`src/pc_pkg.sv`:
```
// Shared widths and result type for the polygon centroid block.
package pc_pkg;

  // Coordinate and arithmetic widths.
  localparam int unsigned CoordW  = 16;
  localparam int unsigned SumW    = CoordW + 1;      // px + qx
  localparam int unsigned CrossW  = 2 * CoordW + 1;  // px*qy - qx*py
  localparam int unsigned ProdW   = SumW + CrossW;   // (px + qx) * cross
  localparam int unsigned AreaW   = 44;
  localparam int unsigned MomW    = 61;
  localparam int unsigned DenW    = AreaW + 2;       // 3 * area
  localparam int unsigned DivCntW = $clog2(MomW);

  // Saturation limits of a centroid coordinate.
  localparam logic [CoordW-1:0] CoordMax = {1'b0, {(CoordW-1){1'b1}}};
  localparam logic [CoordW-1:0] CoordMin = {1'b1, {(CoordW-1){1'b0}}};

  // One result transaction.
  typedef struct packed {
    logic [CoordW-1:0] centroid_y;
    logic [CoordW-1:0] centroid_x;
    logic              overflow;
    logic              degenerate;
  } result_t;

endpackage

```
`src/polygon_centroid.sv`:
```
// Streaming polygon centroid by the shoelace method, on one shared multiplier and divider.

// Vertices arrive one per input transaction as signed 16-bit x and y, with
// tlast on the final vertex. Each edge adds its cross product to the doubled
// area and its weighted cross products to the two first moments, all through a
// single registered 17x33 multiplier, so an ordinary vertex passes through
// StMul1, StMul2, StCross, StMul3, StMul4 and StAcc (tready is high only in
// StIdle). The final vertex also closes the ring back to the first vertex and
// then divides each moment by three times the doubled area with one restoring
// divider, one quotient bit per cycle. That vertex keeps tready low until its
// result is loaded; the division is skipped when the area is zero or the vertex
// count overflowed; the load may wait for the output register. The result is
// truncated toward zero and saturated to 16 bits. Zero area gives centroid
// 0,0 with degenerate set; more than MAX_VERTICES vertices gives 0,0 with
// overflow set. A finished result waits in an output register, so the next
// polygon may start while it is still not taken.
module polygon_centroid #(
  parameter int unsigned MAX_VERTICES = 1024
) (
  input  logic        clk_i,
  input  logic        rst_ni,
  // Vertex input: tdata = vertex_x[15:0], vertex_y[31:16]; tlast = last_vertex.
  input  logic        s_axis_tvalid,
  output logic        s_axis_tready,
  input  logic [31:0] s_axis_tdata,
  input  logic        s_axis_tlast,
  // Result: tdata = centroid_x[15:0], centroid_y[31:16];
  // tuser = degenerate[0], overflow[1].
  output logic        m_axis_tvalid,
  input  logic        m_axis_tready,
  output logic [31:0] m_axis_tdata,
  output logic [1:0]  m_axis_tuser
);

  localparam int unsigned CntW = $clog2(MAX_VERTICES + 1);

  typedef enum logic [3:0] {
    StIdle,
    StMul1,
    StMul2,
    StCross,
    StMul3,
    StMul4,
    StAcc,
    StClose,
    StCheck,
    StDenAbs,
    StDivLoad,
    StDiv,
    StDivSat,
    StOut
  } state_e;

  state_e state_q;

  // Polygon state.
  logic signed [pc_pkg::CoordW-1:0] first_x_q, first_y_q, prev_x_q, prev_y_q;
  logic signed [pc_pkg::AreaW-1:0]  area_q;
  logic signed [pc_pkg::MomW-1:0]   mom_x_q, mom_y_q;
  logic [CntW-1:0]                  count_q;
  logic                             ovf_q;
  logic                             last_q;
  logic                             closing_q;

  // Edge operands and multiplier pipeline.
  logic signed [pc_pkg::CoordW-1:0] px_q, py_q, qx_q, qy_q;
  logic signed [pc_pkg::SumW-1:0]   sx_q, sy_q;
  logic signed [pc_pkg::CrossW-1:0] cross_q;
  logic signed [pc_pkg::ProdW-1:0]  prod_q;
  logic signed [pc_pkg::SumW-1:0]   mul_a;
  logic signed [pc_pkg::CrossW-1:0] mul_b;
  logic signed [pc_pkg::ProdW-1:0]  prod_d;

  // Divider state.
  logic signed [pc_pkg::DenW-1:0]   den3_q;
  logic [pc_pkg::DenW-1:0]          den_q;
  logic                             den_neg_q;
  logic [pc_pkg::DenW-1:0]          rem_q;
  logic [pc_pkg::MomW-1:0]          quo_q;
  logic                             quo_neg_q;
  logic [pc_pkg::DivCntW-1:0]       div_cnt_q;
  logic                             axis_q;
  logic [pc_pkg::DenW:0]            div_shift;
  logic [pc_pkg::DenW+1:0]          div_diff;
  logic                             div_ge;
  logic signed [pc_pkg::MomW-1:0]   mom_sel;
  logic [pc_pkg::CoordW-1:0]        sat_res;
  logic                             quo_big;

  // Result and output register.
  logic [pc_pkg::CoordW-1:0]        cx_q;
  pc_pkg::result_t                  res_q;
  logic                             out_valid_q;
  logic                             load_out;

  logic                             s_accept;
  logic signed [pc_pkg::CoordW-1:0] in_x, in_y;

  assign in_x     = s_axis_tdata[15:0];
  assign in_y     = s_axis_tdata[31:16];
  assign s_axis_tready = (state_q == StIdle);
  assign s_accept = s_axis_tvalid && s_axis_tready;

  // A finished result enters the output register once it is free or emptying.
  assign load_out = (state_q == StOut) && (!out_valid_q || m_axis_tready);

  assign m_axis_tvalid = out_valid_q;
  assign m_axis_tdata  = {res_q.centroid_y, res_q.centroid_x};
  assign m_axis_tuser  = {res_q.overflow, res_q.degenerate};

  // Shared multiplier operand selection.
  always_comb begin
    mul_a = '0;
    mul_b = '0;
    case (state_q)
      StMul1: begin
        mul_a = pc_pkg::SumW'(px_q);
        mul_b = pc_pkg::CrossW'(qy_q);
      end
      StMul2: begin
        mul_a = pc_pkg::SumW'(qx_q);
        mul_b = pc_pkg::CrossW'(py_q);
      end
      StMul3: begin
        mul_a = sx_q;
        mul_b = cross_q;
      end
      StMul4: begin
        mul_a = sy_q;
        mul_b = cross_q;
      end
      default: begin
        mul_a = '0;
        mul_b = '0;
      end
    endcase
    prod_d = mul_a * mul_b;
  end

  // One restoring division step and the saturation of the finished quotient.
  always_comb begin
    div_shift = {rem_q, quo_q[pc_pkg::MomW-1]};
    div_diff  = {1'b0, div_shift} - {2'b00, den_q};
    div_ge    = !div_diff[pc_pkg::DenW+1];
    mom_sel   = axis_q ? mom_y_q : mom_x_q;
    quo_big   = |quo_q[pc_pkg::MomW-1:pc_pkg::CoordW];
    if (quo_neg_q) begin
      if (quo_big || (quo_q[pc_pkg::CoordW-1] && (|quo_q[pc_pkg::CoordW-2:0]))) begin
        sat_res = pc_pkg::CoordMin;
      end else begin
        sat_res = -quo_q[pc_pkg::CoordW-1:0];
      end
    end else begin
      if (quo_big || quo_q[pc_pkg::CoordW-1]) begin
        sat_res = pc_pkg::CoordMax;
      end else begin
        sat_res = quo_q[pc_pkg::CoordW-1:0];
      end
    end
  end

  // Sequencer, accumulators, divider and output register.
  always_ff @(posedge clk_i or negedge rst_ni) begin
    if (!rst_ni) begin
      state_q     <= StIdle;
      first_x_q   <= '0;
      first_y_q   <= '0;
      prev_x_q    <= '0;
      prev_y_q    <= '0;
      area_q      <= '0;
      mom_x_q     <= '0;
      mom_y_q     <= '0;
      count_q     <= '0;
      ovf_q       <= 1'b0;
      last_q      <= 1'b0;
      closing_q   <= 1'b0;
      px_q        <= '0;
      py_q        <= '0;
      qx_q        <= '0;
      qy_q        <= '0;
      sx_q        <= '0;
      sy_q        <= '0;
      cross_q     <= '0;
      prod_q      <= '0;
      den3_q      <= '0;
      den_q       <= '0;
      den_neg_q   <= 1'b0;
      rem_q       <= '0;
      quo_q       <= '0;
      quo_neg_q   <= 1'b0;
      div_cnt_q   <= '0;
      axis_q      <= 1'b0;
      cx_q        <= '0;
      res_q       <= '0;
      out_valid_q <= 1'b0;
    end else begin
      // The output register fills with a new result or empties when its
      // transaction completes.
      if (load_out) begin
        out_valid_q <= 1'b1;
      end else if (out_valid_q && m_axis_tready) begin
        out_valid_q <= 1'b0;
      end

      unique case (state_q)
        StIdle: begin
          if (s_accept) begin
            last_q    <= s_axis_tlast;
            closing_q <= 1'b0;
            px_q      <= prev_x_q;
            py_q      <= prev_y_q;
            qx_q      <= in_x;
            qy_q      <= in_y;
            if (count_q >= CntW'(MAX_VERTICES)) begin
              // Vertex dropped.
              ovf_q   <= 1'b1;
              state_q <= s_axis_tlast ? StClose : StIdle;
            end else if (count_q == '0) begin
              first_x_q <= in_x;
              first_y_q <= in_y;
              prev_x_q  <= in_x;
              prev_y_q  <= in_y;
              count_q   <= count_q + 1'b1;
              state_q   <= s_axis_tlast ? StClose : StIdle;
            end else begin
              prev_x_q <= in_x;
              prev_y_q <= in_y;
              count_q  <= count_q + 1'b1;
              state_q  <= StMul1;
            end
          end
        end
        StMul1: begin
          prod_q  <= prod_d;
          sx_q    <= pc_pkg::SumW'(px_q) + pc_pkg::SumW'(qx_q);
          sy_q    <= pc_pkg::SumW'(py_q) + pc_pkg::SumW'(qy_q);
          state_q <= StMul2;
        end
        StMul2: begin
          cross_q <= pc_pkg::CrossW'(prod_q);
          prod_q  <= prod_d;
          state_q <= StCross;
        end
        StCross: begin
          cross_q <= cross_q - pc_pkg::CrossW'(prod_q);
          state_q <= StMul3;
        end
        StMul3: begin
          area_q  <= area_q + pc_pkg::AreaW'(cross_q);
          prod_q  <= prod_d;
          state_q <= StMul4;
        end
        StMul4: begin
          mom_x_q <= mom_x_q + pc_pkg::MomW'(prod_q);
          prod_q  <= prod_d;
          state_q <= StAcc;
        end
        StAcc: begin
          mom_y_q <= mom_y_q + pc_pkg::MomW'(prod_q);
          if (closing_q) begin
            state_q <= StCheck;
          end else if (last_q) begin
            state_q <= StClose;
          end else begin
            state_q <= StIdle;
          end
        end
        StClose: begin
          // Edge from the last kept vertex back to the first one.
          closing_q <= 1'b1;
          px_q      <= prev_x_q;
          py_q      <= prev_y_q;
          qx_q      <= first_x_q;
          qy_q      <= first_y_q;
          state_q   <= StMul1;
        end
        StCheck: begin
          den3_q <= pc_pkg::DenW'(area_q) + (pc_pkg::DenW'(area_q) <<< 1);
          if (ovf_q) begin
            cx_q    <= '0;
            state_q <= StOut;
          end else if (area_q == '0) begin
            cx_q    <= '0;
            state_q <= StOut;
          end else begin
            state_q <= StDenAbs;
          end
        end
        StDenAbs: begin
          den_neg_q <= den3_q[pc_pkg::DenW-1];
          den_q     <= den3_q[pc_pkg::DenW-1] ? pc_pkg::DenW'(-den3_q)
                                              : pc_pkg::DenW'(den3_q);
          axis_q    <= 1'b0;
          state_q   <= StDivLoad;
        end
        StDivLoad: begin
          quo_q     <= mom_sel[pc_pkg::MomW-1] ? pc_pkg::MomW'(-mom_sel)
                                               : pc_pkg::MomW'(mom_sel);
          quo_neg_q <= mom_sel[pc_pkg::MomW-1] ^ den_neg_q;
          rem_q     <= '0;
          div_cnt_q <= '0;
          state_q   <= StDiv;
        end
        StDiv: begin
          rem_q     <= div_ge ? div_diff[pc_pkg::DenW-1:0] : div_shift[pc_pkg::DenW-1:0];
          quo_q     <= {quo_q[pc_pkg::MomW-2:0], div_ge};
          div_cnt_q <= div_cnt_q + 1'b1;
          if (div_cnt_q == pc_pkg::DivCntW'(pc_pkg::MomW - 1)) begin
            state_q <= StDivSat;
          end
        end
        StDivSat: begin
          if (!axis_q) begin
            cx_q    <= sat_res;
            axis_q  <= 1'b1;
            state_q <= StDivLoad;
          end else begin
            state_q <= StOut;
          end
        end
        StOut: begin
          // Load the result once the output register is free, then clear the polygon.
          if (load_out) begin
            res_q.overflow   <= ovf_q;
            res_q.degenerate <= !ovf_q && (area_q == '0);
            res_q.centroid_x <= (ovf_q || area_q == '0) ? '0 : cx_q;
            res_q.centroid_y <= (ovf_q || area_q == '0) ? '0 : sat_res;
            first_x_q        <= '0;
            first_y_q        <= '0;
            prev_x_q         <= '0;
            prev_y_q         <= '0;
            area_q           <= '0;
            mom_x_q          <= '0;
            mom_y_q          <= '0;
            count_q          <= '0;
            ovf_q            <= 1'b0;
            closing_q        <= 1'b0;
            state_q          <= StIdle;
          end
        end
        default: state_q <= StIdle;
      endcase
    end
  end

  // A result never flags both zero area and vertex overflow.
  assert property (@(posedge clk_i) disable iff (!rst_ni)
    m_axis_tvalid |-> !(m_axis_tuser[0] && m_axis_tuser[1]))
    else $error("result flags both degenerate and overflow");

  // A flagged result carries a zero centroid.
  assert property (@(posedge clk_i) disable iff (!rst_ni)
    (m_axis_tvalid && (m_axis_tuser[0] || m_axis_tuser[1])) |-> (m_axis_tdata == '0))
    else $error("flagged result with nonzero centroid");

  // The kept vertex count never passes its limit.
  assert property (@(posedge clk_i) disable iff (!rst_ni)
    count_q <= CntW'(MAX_VERTICES))
    else $error("vertex count beyond limit");

  // The final vertex of a polygon always leads to a busy period.
  assert property (@(posedge clk_i) disable iff (!rst_ni)
    (s_accept && s_axis_tlast) |=> !s_axis_tready)
    else $error("input taken right after the final vertex");

endmodule

```
`config.mk`:
```
export PLATFORM = sky130hd
export DESIGN_NAME = polygon_centroid
export DESIGN_NICKNAME = d
export VERILOG_FILES = /design/src/pc_pkg.sv /design/src/polygon_centroid.sv
export SDC_FILE = /design/constraint.sdc
export NUM_CORES = 2
export LEC_CHECK = 0
export BUFFER_PORTS_ARGS = -buffer_cell sky130_fd_sc_hd__buf_2
export CAP_MARGIN = 20
export CELL_PAD_IN_SITES_DETAIL_PLACEMENT = 0
export CELL_PAD_IN_SITES_GLOBAL_PLACEMENT = 2
export CORE_AREA = 2 2 357 448
export CTS_BUF_LIST = sky130_fd_sc_hd__clkbuf_2
export DETAILED_ROUTE_END_ITERATION = 6
export DIE_AREA = 0 0 359 450
export PLACE_DENSITY_LB_ADDON = 0.12
export SLEW_MARGIN = 0
export SYNTH_ARGS = -nofsm -noshare
export SYNTH_HDL_FRONTEND = slang
export SYNTH_SLANG_ARGS = --single-unit
```
`constraint.sdc`:
```
create_clock -name clk_i -period 10.8 [get_ports clk_i]
set_clock_uncertainty 0.2 [all_clocks]
set_input_delay 1.62 -clock clk_i [delete_from_list [all_inputs] [get_ports clk_i]]
set_output_delay 1.62 -clock clk_i [all_outputs]
set_load 0.01 [all_outputs]
```
==> flow_summary.rst <==
.. list-table::
   :header-rows: 1

   * - Metric
     - Value
   * - Total number of nets in the final design
     - 8780
   * - Antenna violations before repair
     - 4
   * - Count of TritonRoute iterations in the first routing pass
     - 7
   * - Synth top area cells
     - sky130_fd_sc_hd__dfrtp_1, sky130_fd_sc_hd__fa_1, sky130_fd_sc_hd__ha_1
   * - RSZ-0062 raised after global routing
     - no
   * - Final hold violations
     - 0
   * - Area fraction of the dominant cell type after synthesis
     - 26.22%
   * - Total setup buffers inserted after CTS
     - 0
   * - Top-count cell post-synth
     - sky130_fd_sc_hd__nand2_1
   * - Setup total negative slack
     - 0 ns
   * - Number of synthesized register bits
     - 688
   * - Post-Synthesis Cells
     - 7689
   * - Routed wire length per instance
     - 20.51 um
   * - Length in cells of the worst reg-to-reg path
     - 27
   * - Number of buffers created by CTS
     - 195
   * - Maximum single-stage delay on the critical path
     - 0.68 ns
   * - H-tree lvl count
     - 4
   * - Most used cell along the critical path
     - sky130_fd_sc_hd__fa_1
   * - Synthesized netlist net count
     - 8732
   * - Kind of start point of the critical path
     - flip-flop
   * - Ys Warns
     - 0
   * - Post-route DRC violation count
     - 0
   * - Die ar.
     - 161600 sq um
   * - Class of the most critical hold timing path
     - reg2reg
   * - First-pass GRT wire length
     - 322900 um
   * - Number of core rows
     - 163
   * - Number of global-route vias before repair
     - 55660
   * - Synthesized area divided by synthesized cell count
     - 8.541 sq um
   * - Input/output buffers
     - 72
   * - Worst Path Max Fanout
     - 24
   * - Via-per-instance ratio
     - 5.455
   * - Share of post-route cells with drive strength above 1
     - 7.267%
   * - Final setup violation count
     - 0
   * - Resized cells post-CTS
     - 0
   * - Register area share after synthesis
     - 26.22%
   * - Insertion delay of the later-clocked pin in the worst-skew pair
     - 1.80 ns
   * - Cells on Worst Hold Path
     - 2
   * - Critical Setup Path Class
     - reg2reg
   * - Detailed-route wire length
     - 204200 um
   * - Floorplan Core Area
     - 157200 sq um
   * - Cell type with the highest aggregate area in the netlist
     - sky130_fd_sc_hd__dfrtp_1
   * - Number of synthesized flops with an enable pin
     - 0
   * - Final RePlAce weighted congestion
     - 0.8979
   * - Antenna-violating nets left
     - 0
   * - Clock-pin slew on the worst setup and hold paths
     - 0.12 ns
   * - TritonCTS clock tree
     - done
   * - Area growth, synth to finish
     - 7.202%
   * - Headroom to the max-slew limit
     - 20.50%
   * - Portion of the clock cycle consumed by the worst path in the final layout
     - 89.18%
   * - Final number of max-transition violations
     - 0
   * - Cell with the biggest individual delay on the critical path
     - sky130_fd_sc_hd__dfrtp_1
   * - Number of inserted filler cells in the final layout
     - 15890
   * - Buffer cell driving the clock tree root
     - sky130_fd_sc_hd__clkbuf_2
   * - Reported max-cap violation count
     - 0
   * - Via total after detailed routing
     - 54310
   * - Violation count after the first detailed-routing iteration
     - 3455
   * - X dimension of the die
     - 359 um
   * - Effective utilization at floorplan
     - 41.76%
   * - Result of the run
     - finished clean
   * - Data arrival time at the worst-slack endpoint
     - 10.96 ns
   * - Top Ports
     - 73
   * - Overflow left after global routing
     - 0
   * - Primary FF master, synth
     - sky130_fd_sc_hd__dfrtp_1
   * - Chip height
     - 450 um
   * - Max Root-Sink Buffers
     - 3
   * - Time the final worst path needs with I/O delays and setup
     - 9.631 ns
   * - Leading post-synthesis cells by instance count
     - sky130_fd_sc_hd__nand2_1, sky130_fd_sc_hd__inv_1, sky130_fd_sc_hd__o21ai_0, sky130_fd_sc_hd__dfrtp_1, sky130_fd_sc_hd__nor2_1
   * - Gr usage total
     - 25.46%
   * - Type of destination of the critical path
     - flip-flop
   * - Cell Area, Synth
     - 65670 sq um
   * - Maximum frequency from static timing analysis
     - 103.8 MHz
   * - Async set or reset register ratio after synthesis
     - 100.0%
   * - Required @ worst endpoint
     - 12.12 ns
   * - Count of distinct cell types in the synthesized netlist
     - 83
   * - Worst slew pin tran
     - 1.192 ns
   * - Post-detailed-placement half-perimeter wirelength
     - 158000 um
   * - Pin count of the biggest net entering global routing
     - 149
   * - Num Clock Sinks
     - 688
[cells in the final DEF (no fill, tap or decap), types with 56 or more instances in the layout]
| master | synthesis | final |
|---|---|---|
| sky130_fd_sc_hd__inv_1 | 797 | 797 |
| sky130_fd_sc_hd__nand3_1 | 201 | 200 |
| sky130_fd_sc_hd__buf_4 | 0 | 74 |
| sky130_fd_sc_hd__nor2_1 | 595 | 587 |
| sky130_fd_sc_hd__a22oi_1 | 69 | 69 |
| sky130_fd_sc_hd__nor3_1 | 61 | 58 |
| sky130_fd_sc_hd__clkbuf_2 | 0 | 278 |
| sky130_fd_sc_hd__o31ai_1 | 56 | 56 |
| sky130_fd_sc_hd__xnor2_1 | 185 | 185 |
| sky130_fd_sc_hd__a21oi_1 | 441 | 441 |
| sky130_fd_sc_hd__ha_1 | 462 | 462 |
| sky130_fd_sc_hd__nand2b_1 | 85 | 85 |
| sky130_fd_sc_hd__buf_2 | 10 | 71 |
| sky130_fd_sc_hd__mux2i_1 | 81 | 80 |
| sky130_fd_sc_hd__nand2_1 | 1042 | 1034 |
| sky130_fd_sc_hd__dfrtp_1 | 688 | 687 |
| sky130_fd_sc_hd__a21o_1 | 192 | 191 |
| sky130_fd_sc_hd__fa_1 | 544 | 544 |
| sky130_fd_sc_hd__xor2_1 | 245 | 245 |
| sky130_fd_sc_hd__o21ai_0 | 730 | 730 |
[metal layers]
layer  share of wire [%]  wire, um  global-route usage (%)
met5                   0         0                       0
met4                 3.9      7975                   9.626
met3                 4.4      9059                   3.755
met2                  47     95150                   41.98
met1                  45     92020                   33.85
[logic make-up (layout without fill, tap and decap cells)]
kind of cell / after synthesis / after routing / share of synthesized area [%]
simple gates: 2322 / 2322 / 15.61
buf+inv: 1138 / 1334 / 6.524
flops: 688 / 688 / 26.22
mux: 126 / 126 / 2.006
xor+xnor: 430 / 430 / 5.735
other cells: 0 / 9 / 0
compound gates: 1979 / 1979 / 18.52
fa+ha+maj: 1006 / 1006 / 25.39
[per-stage QoR]
stage	setup slack, ns	util, %	hold WS, ns	std cells	area (sq um)
after global placement	1.219	43.33	0.2564	9562	68140
after CTS	1.123	44.76	0.01412	9947	70380
after floorplan	2.393	-	0.2391	7689	65670
final	1.169	44.77	0.2808	9956	70400
after global routing	0.5744	44.77	0.09333	9956	70400
after detailed placement	1.144	43.37	0.2621	9564	68200
[state kept, by name, summed over array words and instances (netlist names), 4 cells and up]
| name | count |
|---|---|
| quo_q | 61 |
| prev_y_q | 16 |
| qy_q | 16 |
| prod_q | 50 |
| den_q | 46 |
| py_q | 16 |
| first_x_q | 16 |
| div_cnt_q | 6 |
| first_y_q | 16 |
| prev_x_q | 16 |
| count_q | 11 |
| sx_q | 17 |
| qx_q | 16 |
| rem_q | 46 |
| sy_q | 17 |
| m_axis_tdata | 32 |
| area_q | 44 |
| den3_q | 46 |
| cx_q | 16 |
| mom_x_q | 61 |
| cross_q | 33 |
| state_q | 4 |
| px_q | 16 |
| mom_y_q | 61 |
[area by class of cell]
| cell class | instances | area [sq um] | area share (%) |
|---|---|---|---|
| multi-input cells | 5863 | 44340 | 62.98 |
| flip-flops and latches | 688 | 17220 | 24.46 |
| inverters | 799 | 2999 | 4.260 |
| well taps | 2062 | 2580 | 3.665 |
| repair buffers | 190 | 1441 | 2.047 |
| clock buffers | 278 | 1391 | 1.976 |
| clock inverters | 67 | 409.1 | 0.5812 |
| diodes | 9 | 22.52 | 0.03199 |
[worst max-delay path, delay by kind of cell, from the launching register on]
kind	cells	cell delay (ns)
simple gates	6	1.68
compound gates	8	2.52
fa+ha+maj	7	3.37
buf+inv	5	0.87
flops	1	0.68
xor+xnor	1	0.14
[final timing paths]
| check | startpoint | slack [ns] | end |
|---|---|---|---|
| worst max-delay path | state_q[2] | 1.17 | prod_q[46] |
| worst min-delay path | m_axis_tdata[10] | 0.28 | m_axis_tdata[10] |
| worst max register to register | state_q[2] | 1.17 | prod_q[46] |
| worst min register to register | m_axis_tdata[10] | 0.28 | m_axis_tdata[10] |
| max in group asynchronous | rst_ni | 7.29 | prod_q[29] |
| min in group asynchronous | rst_ni | 0.76 | rem_q[12] |
[repair_timing]
action,in CTS,in global routing
setup endpoints to repair,0,0
hold buffers,38,0
endpoints found under the hold margin,194,0
Power is not shown: default switching activity piles up to over one toggle a cycle in this logic, so the estimate is an artifact.
